<file path="src/hdl/wts_pkg.sv">
`timescale 1ns / 1ps

package wts_pkg;

  // Texture store geometry
  localparam int STORE_BYTES = 65536;
  localparam int ADDR_W      = $clog2(STORE_BYTES);
  localparam int BYTE_W      = 8;

  // Texture dimensions and texel indices
  localparam int MAX_DIM = 4096;
  localparam int DIM_W   = 13;
  localparam int COL_W   = $clog2(MAX_DIM);
  localparam int CH_W    = 3;

  // Coordinates and fractions
  localparam int COORD_W = 32;
  localparam int FRAC_W  = 16;

  // Weights, accumulators and the final scaling by 1 / (255 * 2^18)
  localparam int WT_W        = 2 * FRAC_W + 1;
  localparam int ACC_W       = 2 * FRAC_W + BYTE_W;
  localparam int ACC_SHIFT   = 18;
  localparam int DIVD_W      = ACC_W - ACC_SHIFT;
  localparam int RECIP_W     = 25;
  localparam logic [RECIP_W-1:0] RECIP = 25'h101_0102;
  localparam int RECIP_SHIFT = 32;
  localparam int QUO_W       = 15;
  localparam int OUT_W       = 16;
  localparam int QUO_MAX     = 16384;

  // Gather sequence
  localparam int TEXELS    = 4;
  localparam int CHANNELS  = 3;
  localparam int TEXEL_W   = $clog2(TEXELS);
  localparam int CHAN_W    = $clog2(CHANNELS);

  // Channel count codes
  localparam logic [CH_W-1:0] CH_GRAY = 3'd1;
  localparam logic [CH_W-1:0] CH_RGB  = 3'd3;
  localparam logic [CH_W-1:0] CH_RGBA = 3'd4;

  // Configuration port
  localparam int CFG_IDX_W  = 2;
  localparam int CFG_DATA_W = DIM_W;

  typedef enum logic [CFG_IDX_W-1:0] {
    REG_TEX_WIDTH,
    REG_TEX_HEIGHT,
    REG_CHANNEL_COUNT
  } cfg_reg_e;

  typedef enum logic {
    OP_WRITE  = 1'b0,
    OP_SAMPLE = 1'b1
  } opcode_e;

  // Controller to datapath
  typedef struct packed {
    logic               capture;
    logic               step_idx;
    logic               step_wrap;
    logic               step_row;
    logic               step_px;
    logic               issue;
    logic [TEXEL_W-1:0] texel;
    logic [CHAN_W-1:0]  chan;
    logic               load_out;
  } wts_cmd_t;

  // Datapath to controller
  typedef struct packed {
    logic black;
    logic out_free;
  } wts_stat_t;

endpackage

</file>
<file path="src/hdl/wts_ctrl.sv">
`timescale 1ns / 1ps

module wts_ctrl (
  input  logic               clk_i,
  input  logic               rst_ni,
  input  logic               in_valid_i,
  input  logic               in_sample_i,
  output logic               in_ready_o,
  output wts_pkg::wts_cmd_t  cmd_o,
  input  wts_pkg::wts_stat_t stat_i
);
  import wts_pkg::*;

  typedef enum logic [3:0] {
    ST_IDLE,
    ST_IDX,
    ST_WRAP,
    ST_ROW,
    ST_PX,
    ST_READ,
    ST_DRAIN1,
    ST_DRAIN2,
    ST_DONE
  } state_e;

  state_e             state_q, state_d;
  logic               ready_q, ready_d;
  logic [TEXEL_W-1:0] texel_q, texel_d;
  logic [CHAN_W-1:0]  chan_q, chan_d;
  logic               accept;

  assign accept     = in_valid_i & ready_q;
  assign in_ready_o = ready_q;

  // Sequence one item through setup, gather, drain and hand-over; writes and black samples skip to hand-over
  always_comb begin
    state_d = state_q;
    ready_d = ready_q;
    texel_d = texel_q;
    chan_d  = chan_q;
    unique case (state_q)
      ST_IDLE: begin
        if (accept) begin
          ready_d = 1'b0;
          state_d = in_sample_i ? ST_IDX : ST_DONE;
        end
      end
      ST_IDX:  state_d = ST_WRAP;
      ST_WRAP: state_d = ST_ROW;
      ST_ROW:  state_d = ST_PX;
      ST_PX: begin
        texel_d = '0;
        chan_d  = '0;
        state_d = stat_i.black ? ST_DONE : ST_READ;
      end
      ST_READ: begin
        if (chan_q == CHAN_W'(CHANNELS - 1)) begin
          chan_d  = '0;
          texel_d = texel_q + 1'b1;
          if (texel_q == TEXEL_W'(TEXELS - 1)) begin
            state_d = ST_DRAIN1;
          end
        end else begin
          chan_d = chan_q + 1'b1;
        end
      end
      ST_DRAIN1: state_d = ST_DRAIN2;
      ST_DRAIN2: state_d = ST_DONE;
      ST_DONE: begin
        if (stat_i.out_free) begin
          ready_d = 1'b1;
          state_d = ST_IDLE;
        end
      end
      default: state_d = ST_IDLE;
    endcase
  end

  // Hold state, counters and the input ready flag
  always_ff @(posedge clk_i or negedge rst_ni) begin
    if (!rst_ni) begin
      state_q <= ST_IDLE;
      ready_q <= 1'b1;
      texel_q <= '0;
      chan_q  <= '0;
    end else begin
      state_q <= state_d;
      ready_q <= ready_d;
      texel_q <= texel_d;
      chan_q  <= chan_d;
    end
  end

  // Decode datapath commands
  always_comb begin
    cmd_o           = '0;
    cmd_o.capture   = accept;
    cmd_o.step_idx  = (state_q == ST_IDX);
    cmd_o.step_wrap = (state_q == ST_WRAP);
    cmd_o.step_row  = (state_q == ST_ROW);
    cmd_o.step_px   = (state_q == ST_PX);
    cmd_o.issue     = (state_q == ST_READ);
    cmd_o.texel     = texel_q;
    cmd_o.chan      = chan_q;
    cmd_o.load_out  = (state_q == ST_DONE) & stat_i.out_free;
  end

endmodule

</file>
<file path="config.mk">
export PLATFORM = sky130hd
export DESIGN_NAME = wts_ctrl
export DESIGN_NICKNAME = d
export VERILOG_FILES = /design/src/hdl/wts_pkg.sv /design/src/hdl/wts_ctrl.sv
export SDC_FILE = /design/constraint.sdc
export NUM_CORES = 1
export LEC_CHECK = 0
export BUFFER_PORTS_ARGS = -buffer_cell sky130_fd_sc_hd__buf_2
export CAP_MARGIN = 15
export CORE_AREA = 4 4 43 45
export DETAILED_ROUTE_END_ITERATION = 7
export DIE_AREA = 0 0 47 49
export SLEW_MARGIN = 10
export SYNTH_ARGS = -nofsm -noshare
export SYNTH_HDL_FRONTEND = slang
export SYNTH_SLANG_ARGS = --single-unit
</file>
<file path="constraint.sdc">
create_clock -name clk_i -period 1.5 [get_ports clk_i]
set_input_delay 0.075 -clock clk_i [delete_from_list [all_inputs] [get_ports clk_i]]
set_output_delay 0.075 -clock clk_i [all_outputs]
set_load 0.02 [all_outputs]
</file>
==> flow_summary.toml <==
[worst_setup_path]
crit_arrival_ns = 1.37
cp-startpoint = "state_q[2]$_DFFE_PN0P_"
critPathLaunchType = "flip-flop"
reg2reg_slack_ns = 0.05
crit_path_end = "cmd_o[5]"
crit_path_end_kind = "output pin"
r2r_cells = 3
worstPathMaxFanout = 6
r2r-end = "state_q[3]$_DFFE_PN0P_"
critPathRequiredTime_ns = 1.42
critPathKind = "reg2out"
r2r-start = "state_q[0]$_DFFE_PN0P_"

[grt]
grt-ovfl-total = 0
grt_max_degree = 11
antenna_found_initial = 0
grt_pass1_wl_um = 2060
grt_pass1_vias = 454
grt_usage_pct = 12.6

[floorplanning]
die_y_um = 49
die-area_mm2 = 0.00230
die_x_um = 47
core_area_mm2 = 0.00147
placementRows = 14
ios = 18
start_util_pct = 38.7

[layout]
drive_above_1_share_pct = 43.5
antenna_cells = 0
fin_nets = 93
n_fill_cell = 134
synthToLayoutAreaGrowth_pct = 36.5
final_cells = 101
final_common_cell = "buf_2"
final_area_um2 = 777
layout_common_cells = "13 x buf_2, 9 x buf_4, 6 x dfrtp_1, 5 x nand2_1, 4 x inv_1"

[job]
drv_cap = 0

[power]
vdd_ir_drop_max_uv = 284
total_power_uw = 450
leakagePower_nw = 0.378
powerDensity_mw_per_mm2 = 579

[status]
status = "finished, final reports clean"

[drt]
drc = 0
routed_wl_um = 1380
wl_per_cell_um = 13.6
drtIter0Drc = 7
ant_nets = 0
drt-pass1-iter-count = 4
vias = 542
via_per_inst = 5.37

[yosys]
syn-num-nets = 69
synth.top_cells.by_area = "dfrtp_1 35%, dfstp_2 4.6%, nor3_1 3.5%"
synth_area_um2 = 569
synthFlopType = "dfrtp_1"
ys_warn_count = 0
synth-edff-count = 0
ys_seq_area_share_pct = 39.8
ys_ff_latch = 9
synth_top_area_share_pct = 35.2
yosys.area.top_type = "dfrtp_1"
syn_inst = 62
synth_area_per_cell_um2 = 9.18
postSynth.asyncResetShare_pct = 100
netlist-cell-type-count = 36

[timing]
rsz0062_at_grt = "true"
fin_worst_skew_ns = 0.00537
min_period_over_period_pct = 96.3
min_period_ns = 1.45
slew_headroom_pct = 71.9
fin_hold_ws_ns = 0.0692
finalHoldViolCount = 0
worstMarginPinSlew_ns = 0.421
finalMaxSlewViolations = 0
setup_viol = 0
fmaxAchievable_ghz = 0.692

[hold_path]
hold_depth = 3
worstHoldStart = "in_valid_i"
hold_class = "in2reg"

[placed_design]
gp_congestion = 0.801
place_area_um2 = 678
placed_cells = 94
portBuffers = 17
dpl.hpwl_um = 1000

[clock_tree]
cts_sinks = 9
path_clk_slew_ns = 0.06
htreeDepth = 1
cts_tree = "built"
cts_buffer_depth = 2
cts_root_buf = "clkbuf_4"
cts-buffers-inserted = 3
worstSkewPairLatency_ns = 0.26
==> report_power, final <==
part	switching, mW	internal, mW	total [mW]
clock network	0.0851	0.103	0.188
registers	0	0.243	0.243
logic	0.00964	0.00937	0.0190
total	0.0948	0.355	0.450
==> worst min path at each step <==
stage                              to
2_1_floorplan   chan_q[0]$_DFFE_PN0P_
3_3_place_gp   state_q[0]$_DFFE_PN0P_
3_5_place_dp   state_q[0]$_DFFE_PN0P_
4_1_cts        in_ready_o$_DFFE_PN1P_
5_1_grt        in_ready_o$_DFFE_PN1P_
6_report       in_ready_o$_DFFE_PN1P_
==> Yosys cell counts, types with 2 or more instances <==
| master | count |
|---|---|
| dfrtp_1 | 8 |
| nand2_1 | 5 |
| clkbuf_1 | 4 |
| inv_1 | 4 |
| nor3_1 | 4 |
| a21oi_1 | 2 |
| nor2_1 | 2 |
| nor2b_1 | 2 |
| o21ai_0 | 2 |
| o221ai_1 | 2 |
| or2b_1 | 2 |
==> worst max-delay path, stage by stage, from the launching register on <==
cell and delay [ns]:
dfrtp_2 0.42, buf_6 0.14, or2b_1 0.26, nor2_1 0.12, buf_2 0.17
==> layer usage <==
layer / vias to the layer above / GRT usage, % / wire, um
li1: 270 / - / -
met1: 255 / 17.4 / 627
met2: 15 / 16.5 / 665
met3: 2 / 5.54 / 72
met4: 0 / 5.53 / 11
met5: - / 0 / 0
==> cell type report <==
class | count | area, um2 | area share [%]
Tap cell | 16 | 20.0 | 2.58
Timing Repair Buffer | 25 | 165 | 21.3
Clock buffer | 4 | 26.3 | 3.38
Sequential cell | 9 | 229 | 29.5
Inverter | 4 | 15.0 | 1.93
Multi-Input combinational cell | 43 | 322 | 41.4
==> metrics by stage <==
step                      setup TNS [ns]  setup WS (ns)  util, %
final                                  0         0.0550     52.8
after global routing             -0.0773        -0.0431     52.8
after CTS                        -0.0208        -0.0208     48.9
after detailed placement               0         0.0888     46.1
after global placement                 0          0.150     46.1
after floorplan                        0         0.0179        -
==> repair_timing <==
| action | CTS | global route |
|---|---|---|
| hold buffers | 1 | 0 |
| endpoints found under the hold margin | 9 | 0 |
| setup endpoints to repair | 2 | 5 |
| resized for setup | 2 | 11 |
| setup buffers | 0 | 2 |
==> cell families after synthesis <==
| family | after synthesis | synth area share, % |
|---|---|---|
| fa+ha+maj | 1 | 2.20 |
| buf+inv | 10 | 8.57 |
| compound gates | 14 | 18.2 |
| simple gates | 26 | 27.7 |
| xor+xnor | 1 | 1.54 |
| mux | 1 | 1.98 |
| flops | 9 | 39.8 |
==> sequential cells by signal (all words and copies together), names as in the netlist <==
name,flops
chan_q,2
texel_q,2
in_ready_o,1
state_q,4
Note: power is estimated with default switching activity, not from simulation.
